### src/hw/rtl/rsc_pkg.sv
`timescale 1ns / 1ps
// ----------------------------------------------------------------------------
// rsc_pkg: shared types, constants and helpers of the radix string converter
// Character codes, widths derived from the value width, payload structs,
// the sequencer state type and the digit/character mapping functions.
// ----------------------------------------------------------------------------
package rsc_pkg;

  // Width of the accumulated magnitude
  localparam int VALUE_BITS = 31;
  localparam logic [VALUE_BITS-1:0] MAG_MAX = '1;

  localparam int RADIX_W = 6;
  localparam int DIG_W   = 6;
  // Index into the digit store, and a count that can also hold VALUE_BITS
  localparam int IDX_W   = $clog2(VALUE_BITS);
  localparam int NUM_W   = $clog2(VALUE_BITS + 1);
  localparam int STEP_W  = $clog2(VALUE_BITS);

  localparam logic [7:0] CH_MINUS = 8'h2D;
  localparam logic [7:0] CH_0     = 8'h30;
  localparam logic [7:0] CH_9     = 8'h39;
  localparam logic [7:0] CH_A     = 8'h41;
  localparam logic [7:0] CH_Z     = 8'h5A;
  localparam logic [DIG_W-1:0] DEC_DIGITS = 6'd10;

  localparam logic [RADIX_W-1:0] RADIX_MIN = 6'd2;
  localparam logic [RADIX_W-1:0] RADIX_MAX = 6'd36;

  // Configuration register indexes
  localparam logic REG_SOURCE_RADIX = 1'b0;
  localparam logic REG_TARGET_RADIX = 1'b1;

  typedef struct packed {
    logic [7:0] in_char;
    logic       in_last;
  } in_item_t;

  typedef struct packed {
    logic [7:0] out_char;
    logic       out_last;
    logic       overflow;
  } out_item_t;

  // Divider request from the sequencer
  typedef struct packed {
    logic                  load;
    logic [VALUE_BITS-1:0] dividend;
    logic [RADIX_W-1:0]    radix;
  } div_req_t;

  // Divider result back to the sequencer
  typedef struct packed {
    logic                  done;
    logic [VALUE_BITS-1:0] quotient;
    logic [DIG_W-1:0]      remainder;
  } div_rsp_t;

  typedef enum logic [2:0] {
    ST_IDLE,
    ST_CHECK,
    ST_DIV,
    ST_SIGN,
    ST_READ,
    ST_EMIT
  } seq_state_t;

  function automatic logic [RADIX_W-1:0] clamp_radix(input logic [RADIX_W-1:0] r);
    logic [RADIX_W-1:0] res;
    res = r;
    if (r < RADIX_MIN) res = RADIX_MIN;
    else if (r > RADIX_MAX) res = RADIX_MAX;
    return res;
  endfunction

  function automatic logic [DIG_W-1:0] digit_value(input logic [7:0] c);
    logic [7:0] d;
    d = 8'd0;
    if (c >= CH_0 && c <= CH_9) d = c - CH_0;
    else if (c >= CH_A && c <= CH_Z) d = c - CH_A + 8'(DEC_DIGITS);
    return d[DIG_W-1:0];
  endfunction

  function automatic logic [7:0] digit_char(input logic [DIG_W-1:0] d);
    logic [7:0] c;
    if (d < DEC_DIGITS) c = CH_0 + 8'(d);
    else c = CH_A + 8'(d) - 8'(DEC_DIGITS);
    return c;
  endfunction

endpackage

### src/hw/rtl/radix_string_converter.sv
`timescale 1ns / 1ps
// ----------------------------------------------------------------------------
// radix_string_converter: signed numeral re-writer between two radices
// Accumulates an input numeral one character per transfer and, on the last
// character, streams the value out in the target radix.
// ----------------------------------------------------------------------------
// A character is taken on start whenever busy is low; a character not
// marked last leaves busy low. After the last character busy stays high
// while the value is converted: each output digit costs one pass of the
// bit-serial divider. The result characters then come out one by one, each
// read from the digit store and then put on the output, and each marked by
// out_valid for a single cycle; the receiver must take them as they come,
// since there is no back-pressure. A zero value gives a single '0' through
// the check state and the output register, with no divider pass.
// ----------------------------------------------------------------------------
module radix_string_converter (
  input  logic                         clk,
  input  logic                         rst_n,
  input  logic                         start,
  output logic                         busy,
  input  rsc_pkg::in_item_t            in_item,
  output logic                         out_valid,
  output rsc_pkg::out_item_t           out_item,
  input  logic                         cfg_we,
  input  logic                         cfg_idx,
  input  logic [rsc_pkg::RADIX_W-1:0]  cfg_data
);
  import rsc_pkg::*;

  seq_state_t state_r, state_nxt;

  logic [RADIX_W-1:0] src_radix_r, tgt_radix_r;

  logic [NUM_W-1:0]  num_r, num_nxt;
  logic [IDX_W-1:0]  idx_r, idx_nxt;

  logic              out_valid_r, out_valid_nxt;
  out_item_t         out_item_r, out_item_nxt;

  logic              take;
  logic              acc_clear;
  logic [VALUE_BITS-1:0] mag;
  logic              neg;
  logic              sat;

  div_req_t          div_req;
  div_rsp_t          div_rsp;

  logic              mem_we;
  logic [DIG_W-1:0]  digit_mem [VALUE_BITS];
  logic [DIG_W-1:0]  rd_data_r;

  assign busy = (state_r != ST_IDLE);
  assign take = start && !busy;

  // Configuration registers
  always_ff @(posedge clk) begin
    if (!rst_n) begin
      src_radix_r <= 6'd10;
      tgt_radix_r <= RADIX_MIN;
    end else if (cfg_we) begin
      unique case (cfg_idx)
        REG_SOURCE_RADIX: src_radix_r <= cfg_data;
        REG_TARGET_RADIX: tgt_radix_r <= cfg_data;
        default: ;
      endcase
    end
  end

  rsc_acc u_acc (
    .clk     (clk),
    .rst_n   (rst_n),
    .take    (take),
    .clear   (acc_clear),
    .char_in (in_item.in_char),
    .radix   (clamp_radix(src_radix_r)),
    .mag     (mag),
    .neg     (neg),
    .sat     (sat)
  );

  rsc_div u_div (
    .clk   (clk),
    .rst_n (rst_n),
    .req   (div_req),
    .rsp   (div_rsp)
  );

  // Digit store: written low digit first, read back from the top
  always_ff @(posedge clk) begin
    if (mem_we) begin
      digit_mem[num_r[IDX_W-1:0]] <= div_rsp.remainder;
    end
    rd_data_r <= digit_mem[idx_r];
  end

  always_comb begin
    state_nxt        = state_r;
    num_nxt          = num_r;
    idx_nxt          = idx_r;
    out_valid_nxt    = 1'b0;
    out_item_nxt     = out_item_r;
    acc_clear        = 1'b0;
    mem_we           = 1'b0;
    div_req.load     = 1'b0;
    div_req.dividend = mag;
    div_req.radix    = clamp_radix(tgt_radix_r);

    unique case (state_r)
      ST_IDLE: begin
        if (take && in_item.in_last) begin
          state_nxt = ST_CHECK;
        end
      end
      ST_CHECK: begin
        if (mag == '0) begin
          out_valid_nxt         = 1'b1;
          out_item_nxt.out_char = CH_0;
          out_item_nxt.out_last = 1'b1;
          out_item_nxt.overflow = sat;
          acc_clear             = 1'b1;
          state_nxt             = ST_IDLE;
        end else begin
          div_req.load = 1'b1;
          num_nxt      = '0;
          state_nxt    = ST_DIV;
        end
      end
      ST_DIV: begin
        if (div_rsp.done) begin
          mem_we  = 1'b1;
          num_nxt = num_r + 1'b1;
          if (div_rsp.quotient == '0 || num_r == NUM_W'(VALUE_BITS - 1)) begin
            state_nxt = ST_SIGN;
          end else begin
            // next digit from the quotient
            div_req.load     = 1'b1;
            div_req.dividend = div_rsp.quotient;
          end
        end
      end
      ST_SIGN: begin
        idx_nxt = IDX_W'(num_r - 1'b1);
        if (neg) begin
          out_valid_nxt         = 1'b1;
          out_item_nxt.out_char = CH_MINUS;
          out_item_nxt.out_last = 1'b0;
          out_item_nxt.overflow = sat;
        end
        state_nxt = ST_READ;
      end
      ST_READ: begin
        state_nxt = ST_EMIT;
      end
      ST_EMIT: begin
        out_valid_nxt         = 1'b1;
        out_item_nxt.out_char = digit_char(rd_data_r);
        out_item_nxt.out_last = (idx_r == '0);
        out_item_nxt.overflow = sat;
        if (idx_r == '0) begin
          acc_clear = 1'b1;
          state_nxt = ST_IDLE;
        end else begin
          idx_nxt   = idx_r - 1'b1;
          state_nxt = ST_READ;
        end
      end
      default: state_nxt = ST_IDLE;
    endcase
  end

  always_ff @(posedge clk) begin
    if (!rst_n) begin
      state_r     <= ST_IDLE;
      out_valid_r <= 1'b0;
      num_r       <= '0;
      idx_r       <= '0;
    end else begin
      state_r     <= state_nxt;
      out_valid_r <= out_valid_nxt;
      num_r       <= num_nxt;
      idx_r       <= idx_nxt;
    end
  end

  always_ff @(posedge clk) begin
    out_item_r <= out_item_nxt;
  end

  assign out_valid = out_valid_r;
  assign out_item  = out_item_r;

endmodule

### src/hw/rtl/rsc_acc.sv
`timescale 1ns / 1ps
// ----------------------------------------------------------------------------
// rsc_acc: numeral accumulator
// Folds one character per transfer into the magnitude as m * radix + digit,
// tracks the sign and the first-character flag, and saturates the magnitude.
// ----------------------------------------------------------------------------
module rsc_acc (
  input  logic                           clk,
  input  logic                           rst_n,
  input  logic                           take,
  input  logic                           clear,
  input  logic [7:0]                     char_in,
  input  logic [rsc_pkg::RADIX_W-1:0]    radix,
  output logic [rsc_pkg::VALUE_BITS-1:0] mag,
  output logic                           neg,
  output logic                           sat
);
  import rsc_pkg::*;

  localparam int SUM_W = VALUE_BITS + RADIX_W + 1;

  logic [VALUE_BITS-1:0] mag_r, mag_nxt;
  logic                  neg_r, neg_nxt;
  logic                  first_r, first_nxt;
  logic                  sat_r, sat_nxt;
  logic [SUM_W-1:0]      sum;

  assign sum = SUM_W'(mag_r) * SUM_W'(radix) + SUM_W'(digit_value(char_in));

  always_comb begin
    mag_nxt   = mag_r;
    neg_nxt   = neg_r;
    first_nxt = first_r;
    sat_nxt   = sat_r;
    if (clear) begin
      mag_nxt   = '0;
      neg_nxt   = 1'b0;
      first_nxt = 1'b1;
      sat_nxt   = 1'b0;
    end else if (take) begin
      first_nxt = 1'b0;
      if (first_r && char_in == CH_MINUS) begin
        neg_nxt = 1'b1;
      end else if (sum[SUM_W-1:VALUE_BITS] != '0) begin
        // clamp at full scale
        mag_nxt = MAG_MAX;
        sat_nxt = 1'b1;
      end else begin
        mag_nxt = sum[VALUE_BITS-1:0];
      end
    end
  end

  always_ff @(posedge clk) begin
    if (!rst_n) begin
      mag_r   <= '0;
      neg_r   <= 1'b0;
      first_r <= 1'b1;
      sat_r   <= 1'b0;
    end else begin
      mag_r   <= mag_nxt;
      neg_r   <= neg_nxt;
      first_r <= first_nxt;
      sat_r   <= sat_nxt;
    end
  end

  assign mag = mag_r;
  assign neg = neg_r;
  assign sat = sat_r;

endmodule

### src/hw/rtl/rsc_div.sv
`timescale 1ns / 1ps
// ----------------------------------------------------------------------------
// rsc_div: bit-serial restoring divider
// Divides the magnitude by the target radix, one quotient bit per cycle;
// done pulses with quotient and remainder.
// ----------------------------------------------------------------------------
module rsc_div (
  input  logic                clk,
  input  logic                rst_n,
  input  rsc_pkg::div_req_t   req,
  output rsc_pkg::div_rsp_t   rsp
);
  import rsc_pkg::*;

  logic [VALUE_BITS-1:0] dq_r, dq_nxt;
  logic [DIG_W-1:0]      rem_r, rem_nxt;
  logic [RADIX_W-1:0]    radix_r, radix_nxt;
  logic [STEP_W-1:0]     step_r, step_nxt;
  logic                  run_r, run_nxt;
  logic                  done_r, done_nxt;
  logic [DIG_W:0]        trial;
  logic [DIG_W:0]        diff;
  logic                  ge;

  assign trial = {rem_r, dq_r[VALUE_BITS-1]};
  assign ge    = trial >= (DIG_W+1)'(radix_r);
  assign diff  = trial - (DIG_W+1)'(radix_r);

  always_comb begin
    dq_nxt    = dq_r;
    rem_nxt   = rem_r;
    radix_nxt = radix_r;
    step_nxt  = step_r;
    run_nxt   = run_r;
    done_nxt  = 1'b0;
    if (req.load) begin
      dq_nxt    = req.dividend;
      rem_nxt   = '0;
      radix_nxt = req.radix;
      step_nxt  = '0;
      run_nxt   = 1'b1;
    end else if (run_r) begin
      // shift in one dividend bit, subtract when it fits
      dq_nxt  = {dq_r[VALUE_BITS-2:0], ge};
      rem_nxt = ge ? diff[DIG_W-1:0] : trial[DIG_W-1:0];
      step_nxt = step_r + 1'b1;
      if (step_r == STEP_W'(VALUE_BITS - 1)) begin
        run_nxt  = 1'b0;
        done_nxt = 1'b1;
      end
    end
  end

  always_ff @(posedge clk) begin
    if (!rst_n) begin
      run_r  <= 1'b0;
      done_r <= 1'b0;
      step_r <= '0;
    end else begin
      run_r  <= run_nxt;
      done_r <= done_nxt;
      step_r <= step_nxt;
    end
  end

  always_ff @(posedge clk) begin
    dq_r    <= dq_nxt;
    rem_r   <= rem_nxt;
    radix_r <= radix_nxt;
  end

  assign rsp.done      = done_r;
  assign rsp.quotient  = dq_r;
  assign rsp.remainder = rem_r;

endmodule

### config.mk
export PLATFORM = sky130hd
export DESIGN_NAME = radix_string_converter
export DESIGN_NICKNAME = d
export VERILOG_FILES = /design/src/hw/rtl/rsc_pkg.sv /design/src/hw/rtl/radix_string_converter.sv /design/src/hw/rtl/rsc_acc.sv /design/src/hw/rtl/rsc_div.sv
export SDC_FILE = /design/constraint.sdc
export NUM_CORES = 1
export LEC_CHECK = 0
export BUFFER_PORTS_ARGS = -buffer_cell sky130_fd_sc_hd__buf_2
export CAP_MARGIN = 40
export CORE_ASPECT_RATIO = 0.8
export CORE_MARGIN = 4
export CORE_UTILIZATION = 29
export CTS_BUF_LIST = sky130_fd_sc_hd__clkbuf_8 sky130_fd_sc_hd__clkbuf_16
export DETAILED_ROUTE_END_ITERATION = 8
export PLACE_DENSITY = 0.47
export REMOVE_ABC_BUFFERS = 1
export SLEW_MARGIN = 20
export SYNTH_ARGS = -nofsm -noshare
export SYNTH_HDL_FRONTEND = slang
export SYNTH_SLANG_ARGS = --single-unit
### constraint.sdc
create_clock -name clk -period 6.41 [get_ports clk]
set_clock_uncertainty 0.1 [all_clocks]
set_input_delay 1.282 -clock clk [delete_from_list [all_inputs] [get_ports clk]]
set_output_delay 1.282 -clock clk [all_outputs]
set_load 0.005 [all_outputs]
# ---- Yosys cells after proc, flatten, opt, wreduce, memory -nomap -nowiden
# Memory sizes are Yosys's and may differ from the RTL's. A register that Yosys moved wholly into a read port is not among the register bits.
# Cells that the tools add are included.
dict set report word_totals {
  register_bits 120
  latch_bits 0
  ram_bits 186
  romBits 0
  in_bits 20
  out_inout_bits 12
  elab_cells 137
  mem_count 1
}
dict set report classes {
  addsub 12
  mul 1
  div 0
  n_lt_le_gt_ge 10
  n_eq_ne 16
  shift 0
  mux 42
  n_bitwise 4
  reduce_logical 31
}
# memory words word_bits rd rd_ports_with_merged_regs write_ports line
set memory_table {}
lappend memory_table {digit_mem 31 6 1 1 1 radix_string_converter.sv:50} ;# logic [DIG_W-1:0] digit_mem [VALUE_BITS];
# cell n
set ops {}
lappend ops {{$mux W31} 4}
lappend ops {{$mux W32} 2}
lappend ops {{$logic_not A31 Y1} 2}
lappend ops {{$add A37 B6 Y38} 1}
lappend ops {{$mul A31 B6 Y37} 1}
lappend ops {{$mux W6} 6}
lappend ops {{$pmux W10 S3} 1}
lappend ops {{$mux W10} 2}
lappend ops {{$pmux W5 S2} 2}
lappend ops {{$pmux W3 S6} 1}
lappend ops {{$mux W5} 3}
lappend ops {{$gt A6 B6 Y1 const B} 2}
lappend ops {{$lt A6 B2 Y1 const B} 2}
lappend ops {{$mux W1} 12}
lappend ops {{$mux W3} 4}
lappend ops {{$reduce_and A2 Y1} 6}
lappend ops {{$reduce_and A3 Y1} 4}
lappend ops {{$add A5 B1 Y5 const B} 2}
lappend ops {{$eq A5 B5 Y1 const B} 2}
lappend ops {{$ne A2 B2 Y1 const B} 5}
lappend ops {{$sub A5 B1 Y5 const B} 2}
lappend ops {{$add A7 B6 Y8 const A} 1}
lappend ops {{$eq A8 B6 Y1 const B} 1}
lappend ops {{$ge A8 B6 Y1 const B} 1}
lappend ops {{other kinds (31)} 47}

# ---- Logic depth before layout (Yosys ltp)
# Gate-level depths: netlist (run 1).
dict set report depth {
  depth_word 7
  mapped_depth 24
  depth_no_buf 21
}

# ---- Modules after synthesis
# Synthesis (run 1) repeated with hierarchy kept, for this count alone.
dict set report unflattened {
  cells_unflattened 1755
  hier_area_um2 20542.2
}
# module instances cells_each area_per_inst_um2 seq_area_each_um2
set modules_own_cells {}
lappend modules_own_cells {radix_string_converter 1 651 10054.6 6496.2}
lappend modules_own_cells {rsc_acc 1 928 8130.3 680.7}
lappend modules_own_cells {rsc_div 1 176 2357.3 1371.3}

# ---- Least setup slack after synthesis (run 1)
# Ideal clock, no wire load.
dict set report synth_timing {
  path_type {reg2reg}
  start {register src_radix_r[3]}
  end {register u_acc.mag_r[16] (netlist: u_acc.mag[16])}
  setup_time_ps 153
  t_arrival_ps 5668
  t_required_ps 6157
  path_slack_ps 489
  path_stages_with_launch 23
  path_buffers 2
  period_less_slack_ps 5921
  path_cell_list {dfxtp_1 > or2_2 > nor2_1 > nor2_1 > o21ai_0 > clkbuf_1 > and2_1 > fa_1 > inv_1 > fa_1 > inv_1 > fa_1 > fa_1 > ha_1 > a21o_1 > a221o_2 > a41oi_4 > nor3_2 > o311ai_4 > o221ai_2 > nor4_4 > buf_6 > a41oi_2}
}
dict set report synth_via {
  elab_chain_cells 7
  word_cells_on_any_way 8
  classes_between {add/sub: 1; mul: 1; order compare: 2; mux: 3; reduce/logical: 1}
}
# item line
set synth_rtl {}
lappend synth_rtl {{start, declared} radix_string_converter.sv:32} ;# logic [RADIX_W-1:0] src_radix_r, tgt_radix_r;
lappend synth_rtl {{start signal, assigned} radix_string_converter.sv:63} ;# REG_SOURCE_RADIX: src_radix_r <= cfg_data;
lappend synth_rtl {{$gt A6 B6 Y1} rsc_pkg.sv:72} ;# else if (r > RADIX_MAX) res = RADIX_MAX;
lappend synth_rtl {{$mux W6} rsc_pkg.sv:72}
lappend synth_rtl {{$mux W6 (*)} rsc_pkg.sv:71} ;# if (r < RADIX_MIN) res = RADIX_MIN;
lappend synth_rtl {{$mul A31 B6 Y37 (*)} rsc_acc.sv:28} ;# assign sum = SUM_W'(mag_r) * SUM_W'(radix) + SUM_W'(digit_value(char_in));
lappend synth_rtl {{$add A37 B6 Y38 (*)} rsc_acc.sv:28}
lappend synth_rtl {{$reduce_bool A7 Y1} rsc_acc.sv:44} ;# end else if (sum[SUM_W-1:VALUE_BITS] != '0) begin
lappend synth_rtl {{$mux W31 (*)} rsc_acc.sv:44}
lappend synth_rtl {{end signal, assigned} rsc_acc.sv:61} ;# mag_r <= mag_nxt;
lappend synth_rtl {{end, declared} rsc_acc.sv:22} ;# logic [VALUE_BITS-1:0] mag_r, mag_nxt;
# Mark *: on every way between the ends. The rest lies on a longest branch, timed or not.
# A chain may end at the register's enable or synchronous reset.

# ---- Worst setup path after layout (run 1)
dict set report layout_timing {
  start {register src_radix_r[3]}
  end {register u_acc.mag_r[22] (netlist: u_acc.mag[22])}
}
# Same word-level chain as after synthesis.

==> impl_results.md, run 1 <==
* Placed Cells incl. Taps at between 2000 and 3000
* Reg-to-reg endpoint: u_acc.mag[22]$_SDFFE_PP0P_
* Final instance area at about 0.023 mm²
* Reg2Reg Depth at 19
* First-pass GRT wire length at 83.2 mm
* Tightest Pin Transition at approximately 0.8 ns
* Vias in the first global route at 13600
* Critical Path Fanout Max at 16
* IO buf count at 30
* DR vias at 13500
* Most frequent cells in the layout: 232 x edfxtp_1, 121 x fa_1, 119 x and2_1
* Critical R2R Launch: src_radix_r[3]$_SDFFE_PN1P_
* Clock Latency Late Sink at between 0.5 and 0.6 ns
* Most common cell after layout, fill and taps aside: edfxtp_1
* Cells after Synth at between 1500 and 2000
* Initial antenna violation count at 1
* CP arrival at 6.48 ns
* Hold Worst Slack at 0.346 ns
* DIE WIDTH at between 300 and 400 µm
* Detailed Route Iter0 Violations at ~1100
* Total power at between 8 and 9 mW
* Diode count at 0
* Max VDD drop at a little over 200 µV
* Bufs on Longest Clock Path at 3
* MaxCap Viol Count at 0
* Area contributors post-synth: edfxtp_1 35%, fa_1 12%, dfxtp_1 7.9%
* Hold crit path type: register to register
* Final Hold Vio Count at 0
* Drt first pass iters at 5
* Placed Area at roughly 0.021 mm²
* Largest area contributor in the synthesized netlist: edfxtp_1
* # IOs at 32
* Root Driver: clkbuf_16
* Hold path cells at 2
* Fin cells at 2648
* Critical Path RT at 6.70 ns
* PD cells at ~350 mW/mm²
* Sequential area share after synthesis at between 40% and 50%
* Fin. max-slew vios at 0
* Crit Path Category: register to register
* Clock H-tree levels at 2
* Core area at about 0.068 mm²
* Startpoint types: register
* Proportion of netlist area held by the largest area contributor at about a third
* Nets at about 2000
* Pin count of the biggest net entering global routing at between 50 and 60
* Hold EP: u_acc.first_r$_SDFFE_PP1P_
* Die H at roughly 240 µm
* Post-DP HPWL at about 38 mm
* CTS buffer count at 37
* Yosys warnings at 0
* Outcome: finished, final reports clean
* Fmax at about 160 MHz
* Total grt overflow at 0
* Clk pin slew, worst setup/hold paths at 0.06 ns
* DRC viols at 0
* FF-to-FF setup slack at about 0.22 ns
* Post-synth EDFFs at 232
* Crit. End Element: register
* Final setup violation count at 0
* CTS Sinks at a little over 300
* Fill cell count at roughly 6700
* Synthesized flop and latch total at about 310
* Layout Area Growth over Synthesis at 14.8%
* HP Start: u_acc.first_r$_SDFFE_PP1P_
* DR WL/cell at just over 20 µm
* Row count at 85
* Synthesized cell area at between 0.015 and 0.02 mm²
* Drt total wl at around 54 mm
* Leakage at roughly 8.8 nW
* Max-Slew Margin vs Limit at roughly half
* Via density at between 5 and 6
* Crit share post-route at approximately 97%
* Fraction of layout cells with a size suffix above 1 at around 17%
* GR Util All Layers at between 10% and 20%
* Synth unique cells at slightly above 80
* GP Congestion at approximately 0.83
* Antenna Nets Post-Route at 0
* CTS tree: built
* Initial core utilization at between 20% and 30%
* Top_reg_cell synth: edfxtp_1
* Async S/R FF share, synth at 0%
* Die Area at roughly 0.073 mm²
* Mean Syn Cell Area at ~12 µm²
* Fin crit period at just over 6 ns
==> critical path, cell delays in order, from the launching register on <==
cell      delay (ns)
dfxtp_1         0.32
or2_2           0.35
a21oi_4         0.35
buf_4           0.30
nor2b_1         0.11
fa_1            0.56
fa_1            0.44
fa_1            0.50
ha_1            0.32
ha_1            0.41
and2_1          0.22
a21boi_0        0.29
o22ai_1         0.21
nor4_1          0.45
mux2_2          0.26
o221ai_2        0.12
nor4_4          0.24
buf_6           0.17
buf_12          0.19
a41oi_2         0.13
==> power by group <==
group	switching, mW	internal [mW]
clock	0.890	1.24
combinational	1.97	1.30
sequential	0.218	2.45
total	3.08	4.99
==> cell families after synthesis <==
kind of cell,after synthesis,synth area share (%)
compound gates,319,11.8
mux,83,7.59
fa+ha+maj,230,18.9
flops,311,42.8
xor+xnor,44,1.93
simple gates,510,13.6
other cells,1,0.0188
buf+inv,165,3.32
==> synth_stat cells (3+ instances only) <==
library cell,number
o21bai_1,6
dfxtp_1,79
and2_1,121
o211a_1,4
o21ai_0,79
nand2b_1,6
a41oi_1,9
mux2_2,9
nor3_1,17
a31oi_1,9
a21boi_0,14
o211ai_1,8
a21oi_1,71
xnor2_1,27
or3_1,6
nor4_1,19
nand3_1,32
a211oi_1,8
a41oi_2,20
mux4_2,54
edfxtp_1,232
nand2_1,95
clkbuf_1,72
nand3b_1,6
a21o_1,10
buf_6,3
a22oi_1,4
ha_1,108
fa_1,121
inv_1,71
buf_2,13
nand4_1,17
xor2_1,17
nor2_1,85
a22o_1,33
mux2i_1,20
or2_2,8
nor2b_1,47
and3_1,40
o21a_1,9
==> state kept, by name, indices dropped and copies added, names as in the netlist <==
register       count
idx_r              5
state_r            3
u_acc.mag         31
u_div.dq_r        31
u_acc.first_r      1
out_valid          1
digit_mem        186
tgt_radix_r        6
u_div.done_r       1
out_item           9
u_acc.sat          1
src_radix_r        6
u_div.step_r       5
num_r              5
rd_data_r          6
u_div.radix_r      6
u_acc.neg          1
u_div.rem_r        6
u_div.run_r        1
==> per-layer routing <==
metal / part of all wire [%] / wire length [µm] / vias up / global-route usage, %
li1: - / - / 6187 / -
met1: 51 / 27700 / 6899 / 23.0
met5: 0 / 0 / - / 0
met4: 1.9 / 1030 / 0 / 3.23
met2: 42 / 22600 / 355 / 20.6
met3: 5.7 / 3090 / 67 / 2.05
==> stage by stage <==
step                setup slack [ns]  utilization, %  TNS (ns)
detailed placement             0.155            31.7         0
CTS                           0.0971            33.5         0
global placement               0.233            31.6         0
global route                 -0.0533            33.9    -0.779
finish                         0.216            33.9         0
floorplan                      -1.33               -    -41.00
==> cell type report <==
type	count	area [µm²]	area share [%]
clock buffer	40	978	4.26
clock inverter	28	265	1.16
inverter	72	270	1.18
multi-input combinational	1187	10900	47.6
sequential	311	8550	37.3
tap	913	1140	4.98
timing repair buffer	97	832	3.62
==> repair_timing <==
| action | CTS | global route |
|---|---|---|
| setup buffers | 0 | 5 |
| resized for setup | 0 | 26 |
| hold buffers | 0 | 0 |
| endpoints found under the setup margin | 0 | 32 |
==> worst max-delay path by stage <==
stage,end,start,cells after the start
after floorplan,u_acc.mag[30]$_SDFFE_PP0P_,src_radix_r[3]$_SDFFE_PN1P_,18
after detailed placement,u_acc.mag[6]$_SDFFE_PP0P_,src_radix_r[3]$_SDFFE_PN1P_,22
after CTS,u_acc.mag[6]$_SDFFE_PP0P_,src_radix_r[3]$_SDFFE_PN1P_,22
after global routing,u_acc.mag[6]$_SDFFE_PP0P_,src_radix_r[3]$_SDFFE_PN1P_,21
after global placement,u_acc.mag[30]$_SDFFE_PP0P_,src_radix_r[3]$_SDFFE_PN1P_,21
final,u_acc.mag[22]$_SDFFE_PP0P_,src_radix_r[3]$_SDFFE_PN1P_,19
(Power assumes the default switching activity.)
==> run 2, diff against run 1 <==
--- a/config.mk
+++ b/config.mk
@@ -17,4 +17,5 @@
 export SLEW_MARGIN = 20
 export SYNTH_ARGS = -nofsm -noshare
 export SYNTH_HDL_FRONTEND = slang
+export SYNTH_HIERARCHICAL = 1
 export SYNTH_SLANG_ARGS = --single-unit
==> impl_results.md, run 2 <==
* Outcome: finished, final reports clean
* Die H at about 250 µm
* Clk pin slew, worst setup/hold paths at ~0.06 ns
* Crit Path Category: register to register
* Hold Worst Slack at roughly 0.37 ns
* Top_reg_cell synth: edfxtp_1
* Core area at a little under 0.07 mm²
* Worst path slowest cell: fa_1
* Max VDD drop at roughly 170 µV
* Largest area contributor in the synthesized netlist: edfxtp_1
* CTS tree: built
* Vias in the first global route at between 10000 and 15000
* Max-Slew Margin vs Limit at between 50 and 60%
* Nets at ~2000
* Slowest stage delay, CP at ~0.5 ns
* Fin crit period at 6.04 ns
* RSZ-0062 raised after global routing: no
* DR WL/cell at 19.3 µm
* Total power at 7.71 mW
* Crit share post-route at 94.2%
* Critical R2R Launch: src_radix_r[5]$_SDFFE_PN0P_
* Fin cells at approximately 2700
* Crit-path cells: inv_1, maj3_2, and2_1, fa_1, inv_1, fa_1, inv_1, fa_1, fa_1, ha_1, o211ai_1, a21oi_2, o211ai_2, a211oi_4, o2111ai_1, and3_1, nor4_1, and4b_1, buf_12, a31oi_1
* Leakage at ~8.9 nW
* Hold Buf Count CTS at 0
* Max reg flops at between 150 and 200
* Fin. max-slew vios at 0
* CTS Sinks at ~310
* Via density at between 4 and 5
* Tightest Pin Transition at about 0.73 ns
* Area contributors post-synth: edfxtp_1 34%, fa_1 12%, dfxtp_1 7.7%
* Die Area at about 0.075 mm²
* Root Driver: clkbuf_16
* Yosys warnings at 6
* Crit. End Element: register
* Placed Area at between 0.02 and 0.025 mm²
* Fill cell count at about 7000
* DRC viols at 0
* Critical Path RT at around 6.7 ns
* Placed Cells incl. Taps at 2663
* Row count at 86
* IO buf count at 30
* Post-synth EDFFs at about 230
* Bufs on Longest Clock Path at 3
* PD cells at 337 mW/mm²
* Fmax at roughly 170 MHz
* Clock H-tree levels at 2
* Layout Area Growth over Synthesis at 11.5%
* Proportion of netlist area held by the largest area contributor at 33.9%
* Drt first pass iters at 5
* HP Start: tgt_radix_r[0]$_SDFFE_PN0P_
* CP arrival at about 6.3 ns
* # IOs at 32
* Clock Latency Late Sink at around 0.55 ns
* Startpoint types: register
* Critical path startpoint: src_radix_r[5]$_SDFFE_PN0P_
* DR vias at roughly 14000
* Detailed Route Iter0 Violations at 892
* Synthesized flop and latch total at about 310
* Sequential area share after synthesis at 41.6%
* Post-DP HPWL at ~38 mm
* Final setup violation count at 0
* Critical Path Fanout Max at 32
* Final Hold Vio Count at 0
* Most frequent cells in the layout: 232 x edfxtp_1, 181 x and2_1, 121 x fa_1
* Synthesized cell area at 0.0205 mm²
* Antenna Nets Post-Route at 0
* Total grt overflow at 0
* Initial antenna violation count at 3
* Synth unique cells at 80
* Cells after Synth at 1755
* CTS buffer count at 35
* Fraction of layout cells with a size suffix above 1 at around 14%
* Initial core utilization at between 20% and 30%
* MaxCap Viol Count at 0
* Synth top cells by count: 232 x edfxtp_1, 181 x and2_1, 121 x fa_1
* GP Congestion at between 0.8 and 0.9
* Final instance area at 0.0229 mm²
* Top-count cell post-synth: edfxtp_1
* First-pass GRT wire length at around 83 mm
* DIE WIDTH at between 300 and 400 µm
* Post-Place Setup Slack at about 0.094 ns
* Most common cell after layout, fill and taps aside: edfxtp_1
* Mean Syn Cell Area at ~12 µm²
* Drt total wl at approximately 53 mm
* Setup TNS at 0 ns
* Pin count of the biggest net entering global routing at 47
* Layout Utilization at about 33%
* Hold crit path type: register to register
* Worst setup margin at 0.375 ns
* Top cell by count, worst path: fa_1
* Async S/R FF share, synth at 0%
* GR Util All Layers at approximately 14%
## run 2: cell types whose count changed after synthesis, moves of 13 or more
cell	change
inv_1	+13
a31oi_1	+16
clkbuf_1	-21
and3_1	-33
mux2i_1	+18
and2_1	+60
mux2_2	+57
nor2b_1	-26
mux4_1	+14
a41oi_2	-20
a22o_1	-27
mux4_2	-25
## run 2: where the power goes
part,switching [mW],internal (mW)
Combinational,1.88,1.23
Sequential,0.230,2.47
Clock,0.836,1.05
Total,2.95,4.76
## run 2: kinds of logic (layout without fill, tap and decap cells)
| family | Yosys count | count (layout) | share of synthesized area [%] |
|---|---|---|---|
| AO/OA/AOI/OAI | 318 | 318 | 9.86 |
| XOR/XNOR | 38 | 38 | 1.62 |
| adder cells (fa/ha/maj) | 231 | 231 | 18.5 |
| buffers and inverters | 175 | 223 | 4.06 |
| flip-flops | 311 | 311 | 41.6 |
| multiplexers | 148 | 148 | 10.5 |
| other | 1 | 3 | 0.0183 |
| AND/OR/NAND/NOR | 533 | 533 | 13.9 |
## run 2: critical path: cells and delay by family (launching register included)
kind | cells | cell delay (ns)
adder cells (fa/ha/maj) | 6 | 2.83
AO/OA/AOI/OAI | 6 | 1.15
AND/OR/NAND/NOR | 4 | 0.95
flip-flops | 1 | 0.43
buffers and inverters | 4 | 0.41
## run 2: worst paths after layout
check / to / slack (ns) / cells after the start
max: u_acc/mag[2]$_SDFFE_PP0P_ / 0.37 / 20
max reg2reg: u_acc/mag[2]$_SDFFE_PP0P_ / 0.37 / 20
min: tgt_radix_r[0]$_SDFFE_PN0P_ / 0.37 / 2
min reg2reg: tgt_radix_r[0]$_SDFFE_PN0P_ / 0.37 / 2
## run 2: routing by layer
layer | global-route usage, % | routed length [µm]
met1 | 22.3 | 27900
met2 | 20.1 | 21600
met3 | 1.86 | 2430
met4 | 2.74 | 791
met5 | 0 | 14
## run 2: timing repair
item	4_1_cts	5_1_grt
endpoints found under the setup margin	0	32
buffers inserted	0	0
resized for setup	0	6
## run 2: cell type report
| type | instances | area (µm²) | area share [%] |
|---|---|---|---|
| diodes | 2 | 5.00 | 0.0219 |
| repair buffers | 78 | 593 | 2.59 |
| multi-input cells | 1269 | 11200 | 48.9 |
| well taps | 924 | 1160 | 5.05 |
| inverters | 84 | 315 | 1.38 |
| flip-flops and latches | 311 | 8550 | 37.4 |
| clock inverters | 23 | 145 | 0.634 |
| clock buffers | 38 | 928 | 4.05 |
==> run 3, diff against run 2 <==
--- a/config.mk
+++ b/config.mk
@@ -12,7 +12,6 @@
 export CORE_UTILIZATION = 29
 export CTS_BUF_LIST = sky130_fd_sc_hd__clkbuf_8 sky130_fd_sc_hd__clkbuf_16
 export DETAILED_ROUTE_END_ITERATION = 8
-export PLACE_DENSITY = 0.47
 export REMOVE_ABC_BUFFERS = 1
 export SLEW_MARGIN = 20
 export SYNTH_ARGS = -nofsm -noshare
==> impl_results.md, run 3 (synthesis results as in run 2) <==
* Initial core utilization at 29.6%
* Fin crit period at ~6 ns
* M1 GR Usage at about a fifth
* Global routing usage on met2 at between 10% and 20%
* Outcome: finished, final reports clean
* Bufs on Longest Clock Path at 3
* Fraction of layout cells with a size suffix above 1 at roughly 14%
* Final Hold Vio Count at 0
* CP arrival at 6.37 ns
* CTS resizes at 0
* Reg2Reg Depth at 20
* Drt total wl at between 40 and 50 mm
* DR WL/cell at 18.4 µm
* Setup TNS at 0 ns
* Vias in the first global route at between 10000 and 15000
* Reg-to-reg endpoint: u_acc/mag[28]$_SDFFE_PP0P_
* Clk pin slew, worst setup/hold paths at ~0.06 ns
* DIE WIDTH at roughly 300 µm
* GP Congestion at between 0.8 and 0.9
* Max-Slew Margin vs Limit at 46.4%
* Tightest Pin Transition at roughly 0.80 ns
* Via density at just over 5
* Row count at 86
* Critical Path RT at just under 7 ns
* RSZ-0062 raised after global routing: no
* Fin. max-slew vios at 0
* Antenna Nets Post-Route at 0
* PD cells at about 340 mW/mm²
* Most frequent cells in the layout: 232 x edfxtp_1, 181 x and2_1, 121 x fa_1
* Drt first pass iters at 5
* Detailed Route Iter0 Violations at roughly 1200
* Final instance area at 0.0229 mm²
* Fin cells at around 2700
* Crit-path cells: nor3_1, maj3_1, and2_1, fa_1, inv_1, fa_1, inv_1, fa_1, fa_1, ha_1, a21oi_1, nand2_1, o211ai_1, nand3_1, a31oi_2, o31ai_4, xnor2_1, and4b_1, buf_12, a31oi_1
* Core area at 0.0695 mm²
* Bufs and invs on worst path at 3
* # IOs at 32
* Placed Cells incl. Taps at around 2700
* Hold crit path type: register to register
* DR vias at about 14000
* First-pass GRT wire length at 79.9 mm
* Critical path startpoint: src_radix_r[3]$_SDFFE_PN1P_
* Critical Path Fanout Max at 32
* Crit. End Element: register
* Critical path endpoint: u_acc/mag[28]$_SDFFE_PP0P_
* Max VDD drop at around 200 µV
* Startpoint types: register
* Worst path slowest cell: fa_1
* Diode count at 0
* Die H at between 200 and 250 µm
* Max reg flops at approximately 190
* Layout Area Growth over Synthesis at 11.6%
* Leakage at 8.94 nW
* DRC viols at 0
* Final setup violation count at 0
* Top cell by count, worst path: fa_1
* WP depth at 20
* Gr busiest metal: met2
* Hold Buf Count CTS at 0
* Pin count of the biggest net entering global routing at 56
* Crit Path Category: register to register
* Clock H-tree levels at 2
* Crit share post-route at between 90% and 100%
* MaxCap Viol Count at 0
* GR Util All Layers at a little over an eighth
* Worst setup margin at ~0.36 ns
* Hold Worst Slack at around 0.37 ns
* Root Driver: clkbuf_16
* Post-Place Setup Slack at approximately 0.014 ns
* Clock Latency Late Sink at around 0.56 ns
* Critical R2R Launch: src_radix_r[3]$_SDFFE_PN1P_
* Initial antenna violation count at 3
* Slowest stage delay, CP at about 0.60 ns
* FF-to-FF setup slack at 0.36 ns
* Post-CTS Setup Inserts at 0
* CTS tree: built
* Nets at 2017
* Top delay family on crit path: adder cells
* Die Area at 0.0752 mm²
* Fmax at ~170 MHz
* CTS buffer count at 36
* Total grt overflow at 0
* Placed Area at 0.0217 mm²
* IO buf count at 30
* Most common cell after layout, fill and taps aside: edfxtp_1
* Post-DP HPWL at about 36 mm
* CTS Sinks at 311
* M3 GR Usage at 2.37%
==> run 3: final cells by class <==
cell class | count | area, µm²
clock buffers | 37 | 915
clock inverters | 29 | 325
fillers | 6947 | 46600
inverters | 84 | 315
multi-input cells | 1269 | 11200
flip-flops and latches | 311 | 8550
well taps | 924 | 1160
repair buffers | 66 | 465
==> run 3: report_power, final <==
| part | internal (mW) | total [mW] | switching (mW) |
|---|---|---|---|
| sequential | 2.48 | 2.72 | 0.242 |
| combinational | 1.18 | 3.00 | 1.81 |
| clock | 1.29 | 2.16 | 0.864 |
==> run 3: worst min path at each step <==
stage | startpoint | to | slack, ns | cells past startpoint
global placement | tgt_radix_r[0]$_SDFFE_PN0P_ | tgt_radix_r[0]$_SDFFE_PN0P_ | 0.36 | 2
finish | tgt_radix_r[0]$_SDFFE_PN0P_ | tgt_radix_r[0]$_SDFFE_PN0P_ | 0.37 | 2
floorplan | u_acc/sat$_SDFFE_PP0P_ | out_item[0]$_DFFE_PP_ | 0.33 | 0
CTS | tgt_radix_r[0]$_SDFFE_PN0P_ | tgt_radix_r[0]$_SDFFE_PN0P_ | 0.38 | 2
detailed placement | tgt_radix_r[0]$_SDFFE_PN0P_ | tgt_radix_r[0]$_SDFFE_PN0P_ | 0.37 | 2
global route | tgt_radix_r[0]$_SDFFE_PN0P_ | tgt_radix_r[0]$_SDFFE_PN0P_ | 0.39 | 2
==> run 3: worst register-to-register path, cell delays in order, from the launching register on <==
cell	delay, ns
dfxtp_1	0.37
nor3_1	0.09
maj3_1	0.40
and2_1	0.20
fa_1	0.60
inv_1	0.10
fa_1	0.48
inv_1	0.06
fa_1	0.50
fa_1	0.49
ha_1	0.37
a21oi_1	0.18
nand2_1	0.14
o211ai_1	0.30
nand3_1	0.28
a31oi_2	0.39
o31ai_4	0.10
xnor2_1	0.17
and4b_1	0.27
buf_12	0.21
a31oi_1	0.13
==> run 3: metrics by stage <==
step,power (mW),utilization (%)
4_1_cts,7.91,33.0
3_5_place_dp,5.72,31.2
2_1_floorplan,4.78,-
3_3_place_gp,5.65,31.1
6_report,7.87,33.0
5_1_grt,8.39,33.0
==> run 3: per-layer routing <==
layer | part of all wire (%) | vias up
li1 | - | 6379
met1 | 49 | 6923
met2 | 43 | 417
met3 | 6.7 | 70
met4 | 1.9 | 4
met5 | 0.042 | -
